<file path="src/rtl/jet_pkg.sv">
// Shared constants, register indexes and control structs for the Julia escape-time block.
`timescale 1ns / 1ps

package jet_pkg;

	localparam int FRAC_BITS      = 26;
	localparam int COORD_BITS_DEF = 12;
	localparam int ITER_BITS_DEF  = 16;
	localparam int CFG_IDX_BITS   = 3;
	localparam int CFG_DATA_BITS  = 32;

	// register indexes on the config port
	localparam logic [CFG_IDX_BITS-1:0] CFG_C_RE     = 3'd0;
	localparam logic [CFG_IDX_BITS-1:0] CFG_C_IM     = 3'd1;
	localparam logic [CFG_IDX_BITS-1:0] CFG_START_RE = 3'd2;
	localparam logic [CFG_IDX_BITS-1:0] CFG_START_IM = 3'd3;
	localparam logic [CFG_IDX_BITS-1:0] CFG_STEP     = 3'd4;
	localparam logic [CFG_IDX_BITS-1:0] CFG_MAX_ITER = 3'd5;
	localparam logic [CFG_IDX_BITS-1:0] CFG_RADIUS   = 3'd6;

	// reset values
	localparam logic [30:0] STEP_RST     = 31'd67108;
	localparam logic [15:0] MAX_ITER_RST = 16'd100;
	localparam logic [30:0] RADIUS_RST   = 31'd268435456;

	typedef struct packed {
		logic signed [31:0] c_re;
		logic signed [31:0] c_im;
		logic signed [31:0] start_re;
		logic signed [31:0] start_im;
		logic [30:0]        step;
		logic [15:0]        max_iter;
		logic [30:0]        radius_sq;
	} cfg_t;

	// controller -> datapath
	typedef struct packed {
		logic accept;  // latch pixel coordinates, clear iteration index
		logic scale;   // coord * step
		logic load;    // z0 = start + scaled coord
		logic mul;     // a*a, b*b, a*b
		logic sq;      // shift and saturate products
		logic upd;     // next z, advance index
		logic ld_out;  // move result into the output register
	} cmd_t;

	// datapath -> controller
	typedef struct packed {
		logic esc;   // |z|^2 above radius
		logic last;  // this index is the final one allowed
	} sts_t;

endpackage

</file>
<file path="src/rtl/jet_ctrl.sv">
// Sequencing state machine of the Julia escape-time block.
`timescale 1ns / 1ps

module jet_ctrl (
	input  logic          clk,
	input  logic          arst_n,
	input  logic          in_valid,
	output logic          in_ready,
	output logic          out_valid,
	input  logic          out_ready,
	input  jet_pkg::sts_t sts,
	output jet_pkg::cmd_t cmd
);
	import jet_pkg::*;

	typedef enum logic [6:0] {
		ST_IDLE  = 7'b0000001,
		ST_SCALE = 7'b0000010,
		ST_LOAD  = 7'b0000100,
		ST_MUL   = 7'b0001000,
		ST_SQ    = 7'b0010000,
		ST_CHK   = 7'b0100000,
		ST_DONE  = 7'b1000000
	} state_t;

	state_t state_q, state_d;
	logic   out_valid_q;
	logic   slot_free;
	logic   finish;

	assign slot_free = !out_valid_q || out_ready;
	assign finish    = sts.esc || sts.last;

	always_comb begin
		state_d = state_q;
		unique case (state_q)
			ST_IDLE:  if (in_valid) state_d = ST_SCALE;
			ST_SCALE: state_d = ST_LOAD;
			ST_LOAD:  state_d = ST_MUL;
			ST_MUL:   state_d = ST_SQ;
			ST_SQ:    state_d = ST_CHK;
			ST_CHK:   state_d = finish ? ST_DONE : ST_MUL;
			ST_DONE:  if (slot_free) state_d = ST_IDLE;
			default:  state_d = ST_IDLE;
		endcase
	end

	always_comb begin
		cmd.accept = (state_q == ST_IDLE) && in_valid;
		cmd.scale  = (state_q == ST_SCALE);
		cmd.load   = (state_q == ST_LOAD);
		cmd.mul    = (state_q == ST_MUL);
		cmd.sq     = (state_q == ST_SQ);
		cmd.upd    = (state_q == ST_CHK) && !finish;
		cmd.ld_out = (state_q == ST_DONE) && slot_free;
	end

	always_ff @(posedge clk or negedge arst_n) begin
		if (!arst_n) begin
			state_q     <= ST_IDLE;
			out_valid_q <= 1'b0;
		end else begin
			state_q <= state_d;
			if (cmd.ld_out) begin
				out_valid_q <= 1'b1;
			end else if (out_ready) begin
				out_valid_q <= 1'b0;
			end
		end
	end

	assign in_ready  = (state_q == ST_IDLE);
	assign out_valid = out_valid_q;

endmodule

</file>
<file path="config.mk">
export PLATFORM = sky130hd
export DESIGN_NAME = jet_ctrl
export DESIGN_NICKNAME = d
export VERILOG_FILES = /design/src/rtl/jet_pkg.sv /design/src/rtl/jet_ctrl.sv
export SDC_FILE = /design/constraint.sdc
export NUM_CORES = 1
export LEC_CHECK = 0
export BUFFER_PORTS_ARGS = -buffer_cell sky130_fd_sc_hd__buf_4
export CAP_MARGIN = 5
export CORE_AREA = 4 4 41 43
export CTS_BUF_LIST = sky130_fd_sc_hd__clkbuf_4 sky130_fd_sc_hd__clkbuf_8
export CTS_CLUSTER_DIAMETER = 120
export CTS_CLUSTER_SIZE = 12
export DETAILED_ROUTE_END_ITERATION = 12
export DIE_AREA = 0 0 45 47
export PLACE_DENSITY = 0.7
export SYNTH_ARGS = -nofsm -noshare
export SYNTH_HDL_FRONTEND = slang
export SYNTH_SLANG_ARGS = --single-unit
</file>
<file path="constraint.sdc">
create_clock -name clk -period 3.2 [get_ports clk]
set_input_delay 0.16 -clock clk [delete_from_list [all_inputs] [get_ports clk]]
set_output_delay 0.16 -clock clk [all_outputs]
set_load 0.02 [all_outputs]
</file>
# Yosys cells after proc, flatten, opt, wreduce, memory -nomap -nowiden
# Index checks and enable logic that the tools add are counted.
[word_totals]
input_bits = 6
out_inout_bits = 9
regBits = 8
elab_cells = 26
[op_classes]
reduce_logical = 9
muxes = 6
n_eq_ne = 9
[ops]
columns = ["cell", "count"]
rows = [
  ["$pmux 7 s7", 1],
  ["$mux 7", 3],
  ["$eq 7x1->1 const B", 1],
  ["$eq 7x2->1 const B", 1],
  ["$eq 7x3->1 const B", 1],
  ["$eq 7x4->1 const B", 1],
  ["$eq 7x5->1 const B", 1],
  ["$eq 7x6->1 const B", 1],
  ["$eq 7x7->1 const B", 1],
  ["$ne 2x2->1 const B", 2],
  ["$logic_and 1x1->1", 3],
  ["$logic_not 1->1", 2],
  ["$logic_or 1x1->1", 2],
  ["$mux 1", 2],
  ["$reduce_and 2->1", 1],
  ["$reduce_bool 2->1", 1],
]

# Logic depth before layout (Yosys ltp)
[logic_depth]
word_depth = 4
depth_mapped = 4
ltp_nobuf = 3

# Worst setup path before layout
# No wires, ideal clock.
[synth_timing]
path_type = "flip-flop to output port"
from = "reg state_q[2]"
to = "out cmd[5] (netlist name)"
slack_ps = 1404
t_arrival_ps = 1636
stages_incl_launch_ff = 4
t_required_ps = 3040
n_path_buf = 1
path_cell_list = "dfrtp_1 buf_6 or4b_4 nor4_1"
[synth_lines]
columns = ["element", "line_no", "source"]
rows = [
  ["start, declared", "jet_ctrl.sv:26", "state_t state_q, state_d;"],
  ["start signal, assigned", "jet_ctrl.sv:63", "state_q <= state_d;"],
  ["end, declared", "jet_ctrl.sv:12", "output jet_pkg::cmd_t cmd"],
]

==> results.cfg <==
[run_status]
status = completed

[sta]
slew_violations = 0
tns_ps = 0
tightestPinTransition_ps = 433.7
finalClockSkew_ps = 7.713
rsz0062_at_grt = false
fmax_ghz = 0.5506
period_minus_slack_ps = 1816
setup_viol = 0
finalCritPeriodShare = 0.5675
hold_viol_final = 0
fin_ws_ps = 1384
slew_headroom = 0.7084

[cts]
cts-htree-levels = 1
ctsResizeCount = 0
cts_hold_buf = 1
root_buffer = clkbuf_4
clk_pin_slew_ps = 60
cts_setup_buffers = 0
insertion_delay_ps = 260
cts_buffer_depth = 2
cts_inserted_buffers = 3
cts_tree = yes
cts.sinks = 8

[pwr]
peakVddDrop_mv = 0.2965
p_per_area_nw_per_um2 = 622.1
swShare = 0.3539
clkPwrFrac = 0.246
finalPower_mw = 0.3877
combPwrFrac = 0.380
power.share.sequential = 0.374
net-switching-power_mw = 0.1372
cellLeakagePower_nw = 0.2909
p_int_mw = 0.2505

[synthesis]
synthAdderAreaFrac = 0
synth_top_area_cell = dfrtp_1
synth_flop_cell = dfrtp_1
ys.warnings.count = 0
synth_edf_count = 0
synthSimpleGateAreaFrac = 0.4406
synth_compound_area_frac = 0.08443
avgSynthCellArea_um2 = 9.879
synthTopCellsByArea = dfrtp_1 (37%), dfstp_2 (5.5%), nor2_1 (5.5%), nand2b_1 (5.3%), nor3b_1 (3.2%)
synthMuxAreaShare = 0
ys_ff_latch = 8
synth_cell_types = 26
synth-xor-area-share = 0.01847
synthArstFlopShare = 1.000
synth_nets = 54
synth_cells = 48
synth_top_family_by_area = simple AND/OR/NAND/NOR gates
synth_top_cell_area_share = 0.3694
synth-seq-area-share = 0.4248
synth.cell_area_um2 = 474.2

[die]
initial_core_util = 0.3644
die_area_um2 = 2115
fp.dieH_um = 47
fp-row-count = 13
pin_count = 15
coreArea_um2 = 1301
die_w_um = 45

[place]
port_buffers = 14
placedCellCount = 75
place_ws_ps = 1653
hpwl_um = 723.6
globalplace.congestion = 0.6925

[drt]
antenna_left = 0
first_iter_violations = 7
dr.pass1.iters = 4
vias = 405
drc = 0
vias_per_cell = 5.063
wl_per_cell_um = 12.34
wl_um = 987

[layout]
syn_to_final_growth_pct = 31.40
final_common_cell = buf_4
antennaDiodeCount = 0
layout.nets = 72
final_layout_size_suffix_gt1_frac = 0.3692
final_cell_mix = buf_4 (14), nor2_1 (7), dfrtp_1 (7), nand2b_1 (4), clkbuf_4 (4)
layout.cells.non_filler = 80

[setup_path]
cp-start-kind = register
cp-end-kind = output pin
cp_max_fo = 8
worstSetupPathType = register to output pin
r2r-end = state_q[3]
r2r-start = state_q[2]
cp.arrival_ps = 1660
required_ps = 3040
reg2reg_slack_ps = 1890
reg2regPathDepth = 3

[hold_path]
hp-start = in_valid
hold_depth = 2
whs_endpoint = state_q[1]
hp-class = primary input to register

[run]
maxCapViolations = 0

[global_route]
grt_max_degree = 10
grt_antenna_before_repair = 0
grt_pass1_vias = 406
grt_pass1_wl_mm = 1.773
grt_use_total = 0.1175
gr-total-overflow = 0
## sequential cells by signal (all words and copies together), names as in the netlist
register   cells
state_q        7
out_valid      1
## worst max-delay path by stage
stage	start	to	slack, ps	cells past startpoint
after floorplan	state_q[2]	cmd[5]	1400	3
after CTS	state_q[2]	cmd[5]	1360	3
after detailed placement	state_q[2]	cmd[5]	1650	3
after global placement	state_q[2]	cmd[5]	1660	3
after global routing	state_q[2]	cmd[1]	1280	4
final	state_q[2]	cmd[5]	1380	3
## cell usage after synthesis, types with 2 or more instances
cell	count
or2_2	2
dfrtp_1	7
nor2b_1	2
and3_1	2
nor2_1	7
nor3b_1	2
a21oi_1	2
and2_1	2
nand2b_1	4
nor4_1	2
## cells by family (layout without fill, tap and decap cells)
family,Yosys count,count (layout)
buf+inv,2,19
xor+xnor,1,1
simple gates,31,31
flops,8,8
compound gates,6,6
## area by class of cell
| class | count | area, um2 |
|---|---|---|
| clock buffers | 4 | 30.03 |
| well taps | 15 | 18.77 |
| repair buffers | 15 | 115.1 |
| fillers | 138 | 678.2 |
| multi-input cells | 38 | 257.7 |
| flip-flops and latches | 8 | 201.4 |
## per-layer routing
metal	up-vias	global-route usage	share of wire
met3	3	0.03831	0.052
li1	207	-	-
met2	14	0.1780	0.45
met4	0	0.05263	0.019
met5	-	0	0
met1	181	0.1529	0.47
## power by group through the flow
stage	sequential, mW	clock (mW)	combinational, mW
2_1_floorplan	0.135	0	0.113
3_3_place_gp	0.144	0	0.149
3_5_place_dp	0.145	0	0.149
4_1_cts	0.144	0.0984	0.150
5_1_grt	0.147	0.107	0.165
6_report	0.145	0.0952	0.147
## metrics by stage
step / instance area (um2) / hold slack, ps / util
after floorplan: 474.2 / -135.6 / -
after global placement: 583.1 / -17.19 / 0.4481
after detailed placement: 583.1 / -14.66 / 0.4481
final: 623.1 / 156.7 / 0.4788
after global routing: 623.1 / 150.8 / 0.4788
after CTS: 623.1 / 151.0 / 0.4788
## worst max-delay path, stage by stage (launching register included)
cell and delay (ps):
dfrtp_1 470, or4b_4 570, nor4_1 170, buf_4 180
Note: power is estimated with default switching activity, not from simulation.
