**config.mk**
```make
export PLATFORM = sky130hd
export DESIGN_NAME = jet_regs
export DESIGN_NICKNAME = d
export VERILOG_FILES = /design/src/rtl/jet_pkg.sv /design/src/rtl/jet_regs.sv
export SDC_FILE = /design/constraint.sdc
export NUM_CORES = 1
export LEC_CHECK = 0
export BUFFER_PORTS_ARGS = -buffer_cell sky130_fd_sc_hd__buf_4
export CAP_MARGIN = 20
export CORE_ASPECT_RATIO = 0.9
export CORE_UTILIZATION = 30
export DETAILED_ROUTE_END_ITERATION = 8
export PLACE_DENSITY = 0.49
export REMOVE_ABC_BUFFERS = 1
export SETUP_SLACK_MARGIN = 0.2
export SYNTH_ARGS = -nofsm -noshare
export SYNTH_HDL_FRONTEND = slang
export SYNTH_SLANG_ARGS = --single-unit
```
**constraint.sdc**
```tcl
create_clock -name clk -period 1.7 [get_ports clk]
set_input_delay 0 -clock clk [delete_from_list [all_inputs] [get_ports clk]]
set_output_delay 0 -clock clk [all_outputs]
set_load 0.005 [all_outputs]
```
**src/rtl/jet_pkg.sv**
```systemverilog
// Shared constants, register indexes and control structs for the Julia escape-time block.
`timescale 1ns / 1ps

package jet_pkg;

	localparam int FRAC_BITS      = 26;
	localparam int COORD_BITS_DEF = 12;
	localparam int ITER_BITS_DEF  = 16;
	localparam int CFG_IDX_BITS   = 3;
	localparam int CFG_DATA_BITS  = 32;

	// register indexes on the config port
	localparam logic [CFG_IDX_BITS-1:0] CFG_C_RE     = 3'd0;
	localparam logic [CFG_IDX_BITS-1:0] CFG_C_IM     = 3'd1;
	localparam logic [CFG_IDX_BITS-1:0] CFG_START_RE = 3'd2;
	localparam logic [CFG_IDX_BITS-1:0] CFG_START_IM = 3'd3;
	localparam logic [CFG_IDX_BITS-1:0] CFG_STEP     = 3'd4;
	localparam logic [CFG_IDX_BITS-1:0] CFG_MAX_ITER = 3'd5;
	localparam logic [CFG_IDX_BITS-1:0] CFG_RADIUS   = 3'd6;

	// reset values
	localparam logic [30:0] STEP_RST     = 31'd67108;
	localparam logic [15:0] MAX_ITER_RST = 16'd100;
	localparam logic [30:0] RADIUS_RST   = 31'd268435456;

	typedef struct packed {
		logic signed [31:0] c_re;
		logic signed [31:0] c_im;
		logic signed [31:0] start_re;
		logic signed [31:0] start_im;
		logic [30:0]        step;
		logic [15:0]        max_iter;
		logic [30:0]        radius_sq;
	} cfg_t;

	// controller -> datapath
	typedef struct packed {
		logic accept;  // latch pixel coordinates, clear iteration index
		logic scale;   // coord * step
		logic load;    // z0 = start + scaled coord
		logic mul;     // a*a, b*b, a*b
		logic sq;      // shift and saturate products
		logic upd;     // next z, advance index
		logic ld_out;  // move result into the output register
	} cmd_t;

	// datapath -> controller
	typedef struct packed {
		logic esc;   // |z|^2 above radius
		logic last;  // this index is the final one allowed
	} sts_t;

endpackage

```
**src/rtl/jet_regs.sv**
```systemverilog
// Configuration register file of the Julia escape-time block.
`timescale 1ns / 1ps

module jet_regs (
	input  logic                              clk,
	input  logic                              arst_n,
	input  logic                              cfg_we,
	input  logic [jet_pkg::CFG_IDX_BITS-1:0]  cfg_idx,
	input  logic [jet_pkg::CFG_DATA_BITS-1:0] cfg_wdata,
	output jet_pkg::cfg_t                     cfg
);
	import jet_pkg::*;

	cfg_t cfg_q;

	always_ff @(posedge clk or negedge arst_n) begin
		if (!arst_n) begin
			cfg_q.c_re      <= '0;
			cfg_q.c_im      <= '0;
			cfg_q.start_re  <= '0;
			cfg_q.start_im  <= '0;
			cfg_q.step      <= STEP_RST;
			cfg_q.max_iter  <= MAX_ITER_RST;
			cfg_q.radius_sq <= RADIUS_RST;
		end else if (cfg_we) begin
			unique case (cfg_idx)
				CFG_C_RE:     cfg_q.c_re      <= $signed(cfg_wdata);
				CFG_C_IM:     cfg_q.c_im      <= $signed(cfg_wdata);
				CFG_START_RE: cfg_q.start_re  <= $signed(cfg_wdata);
				CFG_START_IM: cfg_q.start_im  <= $signed(cfg_wdata);
				CFG_STEP:     cfg_q.step      <= cfg_wdata[30:0];
				CFG_MAX_ITER: cfg_q.max_iter  <= cfg_wdata[15:0];
				CFG_RADIUS:   cfg_q.radius_sq <= cfg_wdata[30:0];
				default: ;
			endcase
		end
	end

	assign cfg = cfg_q;

endmodule

```
Word level (Yosys, flattened, before mapping)
Index checks and enable logic that the tools add are counted.
{"block": "word_totals", "word_cells": 21, "output_inout_bits": 206, "regBits": 206}
{"block": "classes", "n_eq_ne": 6, "n_reduce_logical": 8}
{"op": "$reduce_and A2 Y1", "n": 7}
{"op": "$eq A3 B3 Y1 const B", "n": 3}
{"op": "$eq A3 B2 Y1 const B", "n": 2}
{"op": "$eq A3 B1 Y1 const B", "n": 1}
{"op": "$logic_not A3 Y1", "n": 1}

Longest topological paths before layout
Gate-level depths: netlist of the first run.
{"block": "logic_depth", "ltp_word": 2, "depth_mapped": 5, "depth_no_buf": 2}

Least setup slack after synthesis of the first run
Ideal clock, no wire load.
{"block": "synth_timing", "path_type": "input to register", "startpoint": "input cfg_idx[0] (netlist name)", "endpoint": "register cfg_q (netlist bit cfg[181])", "setup_ns": 0.125, "t_required_ns": 1.575, "cell_stages": 4, "slack_ns": 0.516, "arrival_time_ns": 1.059, "cell_sequence": "buf_2 > nor4b_4 > buf_4 > mux2_2"}
{"block": "synth_via", "elab_chain_len": 2}
{"item": "start: declaration", "line_no": "jet_regs.sv:8", "text": "input logic [jet_pkg::CFG_IDX_BITS-1:0] cfg_idx,"}
{"item": "$logic_not A3 Y1", "line_no": "jet_regs.sv:26", "text": "unique case (cfg_idx)"}
{"item": "$reduce_and A2 Y1 (no line)"}
{"item": "end: declaration", "line_no": "jet_regs.sv:14", "text": "cfg_t cfg_q;"}
No other way between the ends.
A chain may end at the register's enable or synchronous reset.

Worst setup path in the final report of the first run
{"block": "layout_timing", "startpoint": "register cfg_q (netlist bit cfg[56])", "endpoint": "output cfg[56] (netlist name)"}
{"item": "end: declaration", "line_no": "jet_regs.sv:10", "text": "output jet_pkg::cfg_t cfg"}
No word-level cell between the ends.

==> results of run 1 <==
synthesized netlist by cell type:
cell type / number
nand4b_2: 1
buf_2: 10
dfrtp_1: 197
dfstp_2: 9
buf_6: 6
mux2_2: 190
nand4b_1: 2
nor4bb_1: 2
and4bb_2: 1
mux2_1: 16
clkbuf_2: 1
nor4b_4: 1
buf_4: 6
stage by stage:
stage / hold WS [ns] / instance area, um^2 / setup slack, ns
6_report: 0.0465 / 11100 / 0.547
2_1_floorplan: -0.296 / 7570 / -2.08
5_1_grt: 0.0732 / 11100 / 0.504
4_1_cts: 0.0529 / 11100 / 0.513
3_3_place_gp: 0.0143 / 10100 / 0.231
3_5_place_dp: 0.0173 / 10100 / 0.201
metal layers:
layer,global-route usage,vias up,part of all wire
met5,0,-,0
li1,-,2158,-
met2,0.269,155,0.50
met1,0.195,2520,0.42
met3,0.0356,28,0.058
met4,0.0404,0,0.021
layout by cell type, fill, tap and decap left out:
cell,count
buf_4,246
dfrtp_1,197
mux2_2,190
dlygate4sd3_1,33
clkbuf_16,25
mux2_1,16
dfstp_2,9
buf_12,9
clkbuf_1,7
clkbuf_8,5
nor4bb_4,2
nand4b_1,2
clkinv_2,2
nor4b_4,1
and4bb_2,1
nand4b_2,1
clkinvlp_4,1
worst max-delay path by stage:
stage / start / endpoint / slack [ns] / cells after the start
floorplan: cfg_idx[2] / cfg[142]$_DFFE_PN0P_ / -2.08 / 2
global placement: cfg_idx[1] / cfg[40]$_DFFE_PN0P_ / 0.23 / 3
detailed placement: cfg_idx[1] / cfg[42]$_DFFE_PN0P_ / 0.20 / 3
CTS: cfg[56]$_DFFE_PN1P_ / cfg[56] / 0.51 / 1
global route: cfg[56]$_DFFE_PN1P_ / cfg[56] / 0.50 / 1
finish: cfg[56]$_DFFE_PN1P_ / cfg[56] / 0.55 / 1
cell type report:
cell class	instances	area, um^2
clock inverter	3	17.5
fill	2283	14100
sequential	206	5170
timing repair buffer	289	2370
clock buffer	36	707
multi-input combinational	213	2440
tap	342	428
logic make-up (layout without fill, tap and decap cells):
logic type             after synthesis  count (layout)  synth area share
multiplexers                       206             206             0.300
flip-flops                         206             206             0.667
buffers and inverters               23             328            0.0217
AND/OR/NAND/NOR                      7               7            0.0115
power by group:
group          total [uW]  switching, uW  internal, uW  leakage [uW]
sequential           6630            607          6030       0.00246
combinational        3350           1160          2200       0.00232
clock                4740           1910          2840      0.000353
total               14700           3670         11100       0.00513
==> flow_summary.toml, run 1 <==
[floorplan]
die_x_um = 171
io_pins = 244
die_area_um2 = 26500
core-area_um2 = 25300
initial_core_util = 0.307
die-height_um = 154
rows = 55

[drt]
vias_per_cell = 4.46
vias = 4861
route.detailed.drc = 0
dr.pass1.iters = 4
antenna_left = 0
drtIter0Drc = 159
wl_per_cell_um = 18.8
drt-total-wl_um = 20500

[cts]
cts_resized = 0
insertion_delay_ns = 0.50
cts_buffers = 24
clkTransAtPathRegs_ns = 0.06
cts_tree = "yes"
cts_hold_buf = 33
h-tree-depth = 1
clk_root_buffer_cell = "clkbuf_16"
cts_buffer_depth = 3
numClockSinks = 206
post_cts_buffers = 0

[placement]
gp_congestion = 0.747
dp.cells = 1017
port-buffer-count = 243
dp_hpwl_um = 13300

[cells_and_area]
final-instance-count-excl-fill = 1089
antenna_cells = 0
drive_gt1_frac = 0.659
syn_to_final_growth_pct = 43.7
final_util = 0.441
layout.nets = 772
largest_register_ffs = 206

[sta]
worst_pin_slew_ns = 0.695
hold_violations = 0
finalCritPeriodShare = 0.678
fmax_mhz = 867
max_slew_margin = 0.535
period_needed_ns = 1.15
slew_viol_final = 0
skew_ns = 0
tns_ns = 0
finalSetupViolations = 0
rsz0062_at_grt = "false"

[global_routing]
antenna_found_initial = 0
grt_pass1_wl_um = 31700
grt_pass1_vias = 5263
grt_max_degree = 53
overflow = 0
grt_usage = 0.156

[power_and_ir_drop]
fin_total_pwr_uw = 14700
ir_worst_vdd_v = 0.000637
p_per_area_nw_per_um2 = 1320
power_leakage_uw = 0.00513

[run]
maxCapViolCount = 0

[yosys]
syn_inst = 442
synth.top_cells.by_area = "dfrtp_1 64%, mux2_2 28%, dfstp_2 3.1%, mux2_1 2.3%, buf_6 0.87%"
yosysSeqAreaShare = 0.667
syn-cell-area_um2 = 7740
yosysTopAreaCell = "dfrtp_1"
yosys_register_bits = 206
avgSynthCellArea_um2 = 17.5
ys_warn_count = 0
synth_top_area_frac = 0.637
synth_cell_types = 13

[critical_path]
required_ns = 1.70
path_buf_inv = 1
r2r-end = "cfg[172]$_DFFE_PN0P_"
path_cells = "buf_4"
crit_type = "reg2out"
critPathCaptureType = "output port"
regToRegStartpoint = "cfg[172]$_DFFE_PN0P_"
critPathMaxStageDelay_ns = 0.54
critical_path.max_fanout = 2
arrival_ns = 1.15
rrSetupSlack_ns = 0.90
r2r_cells = 1
cp_slowest_cell = "dfstp_2"
cp-start-kind = "register"
cpLargestDelayFamily = "flip-flops"

[min_path]
hp-class = "in2async"

[run_status]
status = "finished, final reports clean"
Note: power is estimated with default switching activity, not from simulation.
==> inputs of run 2 (changes only) <==
clock period = 1.07 ns   (was 1.7 ns; I/O delays follow)
==> run 2 against run 1 <==
Compared with the run above:
- the flow now finishes with violations (negative hold slack, negative setup slack)
- hold slack lost 0.047 ns
- design area grew 12%
- final cell count grew 3.8%
- critical path depth is the same
- core utilization increased by 5.3 points
- critical path type unchanged
==> flow_summary.toml, run 2 (synthesized netlist as in run 1, its figures left out) <==
[cts]
clkTransAtPathRegs_ns = 0.06
cts_buffer_depth = 3
cts_buffers = 24
h-tree-depth = 1
cts_tree = "yes"
numClockSinks = 206
insertion_delay_ns = 0.50
clk_root_buffer_cell = "clkbuf_16"

[floorplan]
initial_core_util = 0.307
die-height_um = 154
die_x_um = 171
io_pins = 244
rows = 55
core-area_um2 = 25300
die_area_um2 = 26500

[critical_path]
rrSetupSlack_ns = 0.09
arrival_ns = 1.13
required_ns = 1.07
path_buf_inv = 1
regToRegStartpoint = "cfg[171]$_DFFE_PN0P_"
critical_path.max_fanout = 2
worst-path-stages = 1
critPathMaxStageDelay_ns = 0.55
cpLargestDelayFamily = "flip-flops"
path_cells = "buf_6"
cp_slowest_cell = "dfstp_2"
crit_type = "reg2out"
critPathCaptureType = "output port"
r2r-end = "cfg[171]$_DFFE_PN0P_"
r2r_cells = 3
cp-start-kind = "register"

[cells_and_area]
final-instance-count-excl-fill = 1130
drive_gt1_frac = 0.678
antenna_cells = 0
syn_to_final_growth_pct = 61.0
largest_register_ffs = 206
final_cell_mix = "225 x buf_6, 197 x dfrtp_1, 168 x mux2_2, 54 x buf_4, 33 x dlygate4sd3_1"
final_common_cell = "buf_6"
layout.nets = 809
fill_cells = 2225
final_cell_area_um2 = 12500

[sta]
hold_violations = 2
worst_pin_slew_ns = 0.420
slew_viol_final = 0
finalCritPeriodShare = 1.06
fin_ws_ns = -0.0646
rsz0062_at_grt = "true"
max_slew_margin = 0.720
period_needed_ns = 1.13
tns_ns = -0.517
fmax_mhz = 881
skew_ns = 0
whs_ns = -0.000619
finalSetupViolations = 9

[placement]
dp_hpwl_um = 14000
port-buffer-count = 243
post_dp_cell_area_um2 = 10200
gp_congestion = 0.723
dp.cells = 1028

[run_status]
status = "finished with violations"
violations = "negative hold slack, negative setup slack"

[global_routing]
grt_pass1_vias = 5443
grt_max_degree = 41
grt_usage = 0.161
antenna_found_initial = 0
overflow = 0
grt_pass1_wl_um = 32700

[drt]
wl_per_cell_um = 18.5
drt-total-wl_um = 21000
vias_per_cell = 4.40
antenna_left = 0
drtIter0Drc = 166
vias = 4972
dr.pass1.iters = 4
route.detailed.drc = 0

[power_and_ir_drop]
p_per_area_nw_per_um2 = 2080
power_leakage_uw = 0.00572
ir_worst_vdd_v = 0.000915

[run]
maxCapViolCount = 0

[min_path]
hp-class = "in2async"
## run 2: changes by cell type in the layout (fill, tap and decap cells not counted), moves of 4 or more
cell	delta
buf_12	+4
buf_4	-192
buf_6	+225
clkbuf_8	+4
mux2_2	-22
mux2_4	+22
## run 2: worst max path at each step
stage | slack, ns | to | from
after floorplan | -2.71 | cfg[142]$_DFFE_PN0P_ | cfg_idx[2]
after global placement | -0.22 | cfg[55]$_DFFE_PN0P_ | cfg_idx[1]
after detailed placement | -0.23 | cfg[162]$_DFFE_PN0P_ | cfg_idx[1]
after CTS | -0.1 | cfg[36] | cfg[36]$_DFFE_PN1P_
after global routing | -0.12 | cfg[28] | cfg[28]$_DFFE_PN1P_
final | -0.06 | cfg[28] | cfg[28]$_DFFE_PN1P_
## run 2: repair_timing
action / CTS / global route
endpoints found under the setup margin: 206 / 222
setup buffers: 16 / 10
hold buffers: 33 / 0
hold endpoints to repair: 410 / 0
resized for setup: 226 / 21
## run 2: cell type report
type	instances	area [um^2]	area share
flip-flops and latches	206	5170	0.415
repair buffers	326	3540	0.284
multi-input cells	213	2520	0.202
clock buffers	39	758	0.0608
well taps	342	428	0.0343
clock inverters	4	45.0	0.00361
## run 2: through the flow
stage / power, uW / utilization / hold slack (ns) / worst slack (ns)
floorplan: 12200 / - / -0.296 / -2.71
global placement: 15900 / 0.404 / -0.0225 / -0.215
detailed placement: 16100 / 0.404 / -0.0246 / -0.226
CTS: 26100 / 0.487 / 0.00179 / -0.0971
global route: 27300 / 0.493 / 0.0182 / -0.116
finish: 26000 / 0.493 / -0.000619 / -0.0646
## run 2: power by group
| group | total (uW) | internal, uW | switching, uW | leakage, uW |
|---|---|---|---|---|
| Combinational | 6970 | 4990 | 1980 | 0.00287 |
| Sequential | 10900 | 9590 | 1270 | 0.00246 |
| Clock | 8130 | 5050 | 3080 | 0.000399 |
## run 2: routing by layer
metal / global-route usage / wire [um]
met1: 0.203 / 8740
met2: 0.268 / 10200
met3: 0.0432 / 1400
met4: 0.0506 / 584
met5: 0 / 0
==> inputs of run 3 (changes only) <==
==> constraint.sdc (replaced) <==
create_clock -name clk -period 1.07 [get_ports clk]
set_input_delay 0.0535 -clock clk [delete_from_list [all_inputs] [get_ports clk]]
set_output_delay 0.0535 -clock clk [all_outputs]
set_load 0.005 [all_outputs]
==> run 3 against run 2 <==
Compared with the run above:
- the run still ends with negative hold slack, negative setup slack left
- sequential power hardly changed
- global-route usage is 0.084 points lower
- first-iteration DRC count is 16% higher
- sequential share of layout area is 0.42 points lower
- hold slack worse by 0.0035 ns
- register-to-register slack worse by 0.03 ns
- critical path depth stayed put
- maximum frequency is 4.4% lower
- via count is 2.8% higher
==> flow_summary.toml, run 3 (synthesized netlist as in run 1, its figures left out) <==
[placement]
dp.cells = 1031
gp_congestion = 0.730
dp_hpwl_um = 14000
port-buffer-count = 243

[global_routing]
antenna_found_initial = 0
grt_max_degree = 45
grt_pass1_vias = 5589
overflow = 0
grt_usage = 0.160
grt_pass1_wl_um = 32600

[critical_path]
cp-start-kind = "register"
critPathCaptureType = "output port"
r2r-end = "cfg[199]$_DFFE_PN0P_"
path_cells = "buf_6"
critical_path.max_fanout = 2
path_buf_inv = 1
cp_slowest_cell = "dfstp_2"
cpLargestDelayFamily = "flip-flops"
required_ns = 1.02
crit_type = "reg2out"
rrSetupSlack_ns = 0.06
r2r_cells = 3
critPathLaunch = "cfg[49]$_DFFE_PN1P_"
regToRegStartpoint = "cfg[199]$_DFFE_PN0P_"
critPathMaxStageDelay_ns = 0.55
arrival_ns = 1.13

[cells_and_area]
antenna_cells = 0
fill_cells = 2196
final_util = 0.498
final_common_cell = "buf_6"
largest_register_ffs = 206
drive_gt1_frac = 0.689
final_cell_mix = "226 x buf_6, 197 x dfrtp_1, 172 x mux2_2, 68 x buf_4, 33 x dlygate4sd3_1"
layout.nets = 825
final-instance-count-excl-fill = 1145
syn_to_final_growth_pct = 62.6

[power_and_ir_drop]
ir_worst_vdd_v = 0.00106
power_leakage_uw = 0.00579
p_per_area_nw_per_um2 = 2060

[sta]
finalCritPeriodShare = 1.11
skew_ns = 0
rsz0062_at_grt = "true"
fin_ws_ns = -0.117
max_slew_margin = 0.821
worst_pin_slew_ns = 0.267
finalSetupViolations = 34
slew_viol_final = 0
whs_ns = -0.00409
fmax_mhz = 842
period_needed_ns = 1.19
hold_violations = 9
tns_ns = -1.13

[floorplan]
die-height_um = 154
rows = 55
die_x_um = 171
initial_core_util = 0.307
die_area_um2 = 26500
core-area_um2 = 25300
io_pins = 244

[drt]
vias = 5110
antenna_left = 0
dr.pass1.iters = 3
route.detailed.drc = 0
drtIter0Drc = 193
drt-total-wl_um = 21700
wl_per_cell_um = 19.0
vias_per_cell = 4.46

[run_status]
status = "finished with violations"
violations = "negative hold slack, negative setup slack"

[cts]
clk_root_buffer_cell = "clkbuf_16"
cts_tree = "yes"
cts_buffer_depth = 3
h-tree-depth = 1
insertion_delay_ns = 0.49
cts_buffers = 23
numClockSinks = 206
clkTransAtPathRegs_ns = 0.06

[min_path]
hp-class = "in2async"

[run]
maxCapViolCount = 0
## run 3: cell types whose count changed in the layout (fill, tap and decap cells not counted), sizes merged
cell / previous run / this run
buf: 292 / 307
bufinv: 1 / 2
clkbuf: 40 / 39
## run 3: power by group
group          switching [uW]  leakage [uW]  internal, uW  total [uW]
sequential               1270       0.00246          9590       10900
clock                    3030      0.000375          4850        7880
combinational            2030       0.00296          5120        7160
total                    6340       0.00579         19600       25900
## run 3: routing by layer
layer	vias up	global-route usage	share of wire
met1	2632	0.197	0.42
met3	36	0.0412	0.062
met4	0	0.0519	0.028
met2	157	0.273	0.49
met5	-	0	0
li1	2285	-	-
## run 3: how the worst max path moves through the flow
stage                           endpoint  slack, ns  depth (start not counted)
floorplan           cfg[142]$_DFFE_PN0P_      -2.77                          2
global placement    cfg[159]$_DFFE_PN0P_      -0.25                          4
detailed placement  cfg[148]$_DFFE_PN0P_      -0.30                          4
CTS                              cfg[57]      -0.15                          1
global route                     cfg[36]      -0.15                          1
finish                           cfg[49]      -0.12                          1
## run 3: area by class of cell
type / instances / area, um^2 / area share
Tap cell: 342 / 428 / 0.0340
Clock inverter: 5 / 75.1 / 0.00596
Sequential cell: 206 / 5170 / 0.410
Timing Repair Buffer: 343 / 3710 / 0.295
Multi-Input combinational cell: 213 / 2520 / 0.201
Clock buffer: 36 / 684 / 0.0544
## run 3: through the flow
stage                     setup WS [ns]  total power [uW]  cell area, um^2  hold slack (ns)
after floorplan                   -2.77             12200             7570           -0.242
after global routing             -0.154             27200            12600          0.00736
after detailed placement         -0.302             16100            10200          -0.0525
after global placement           -0.250             15900            10200          -0.0560
final                            -0.117             25900            12600         -0.00409
after CTS                        -0.145             26000            12300          -0.0186
## run 3: timing repair
action	in CTS	in global routing
endpoints found under the setup margin	206	236
gates cloned	0	2
pin swaps	0	2
buffers inserted	22	16
gates resized for setup	227	28
hold endpoints to repair	412	0
hold buffers	33	0
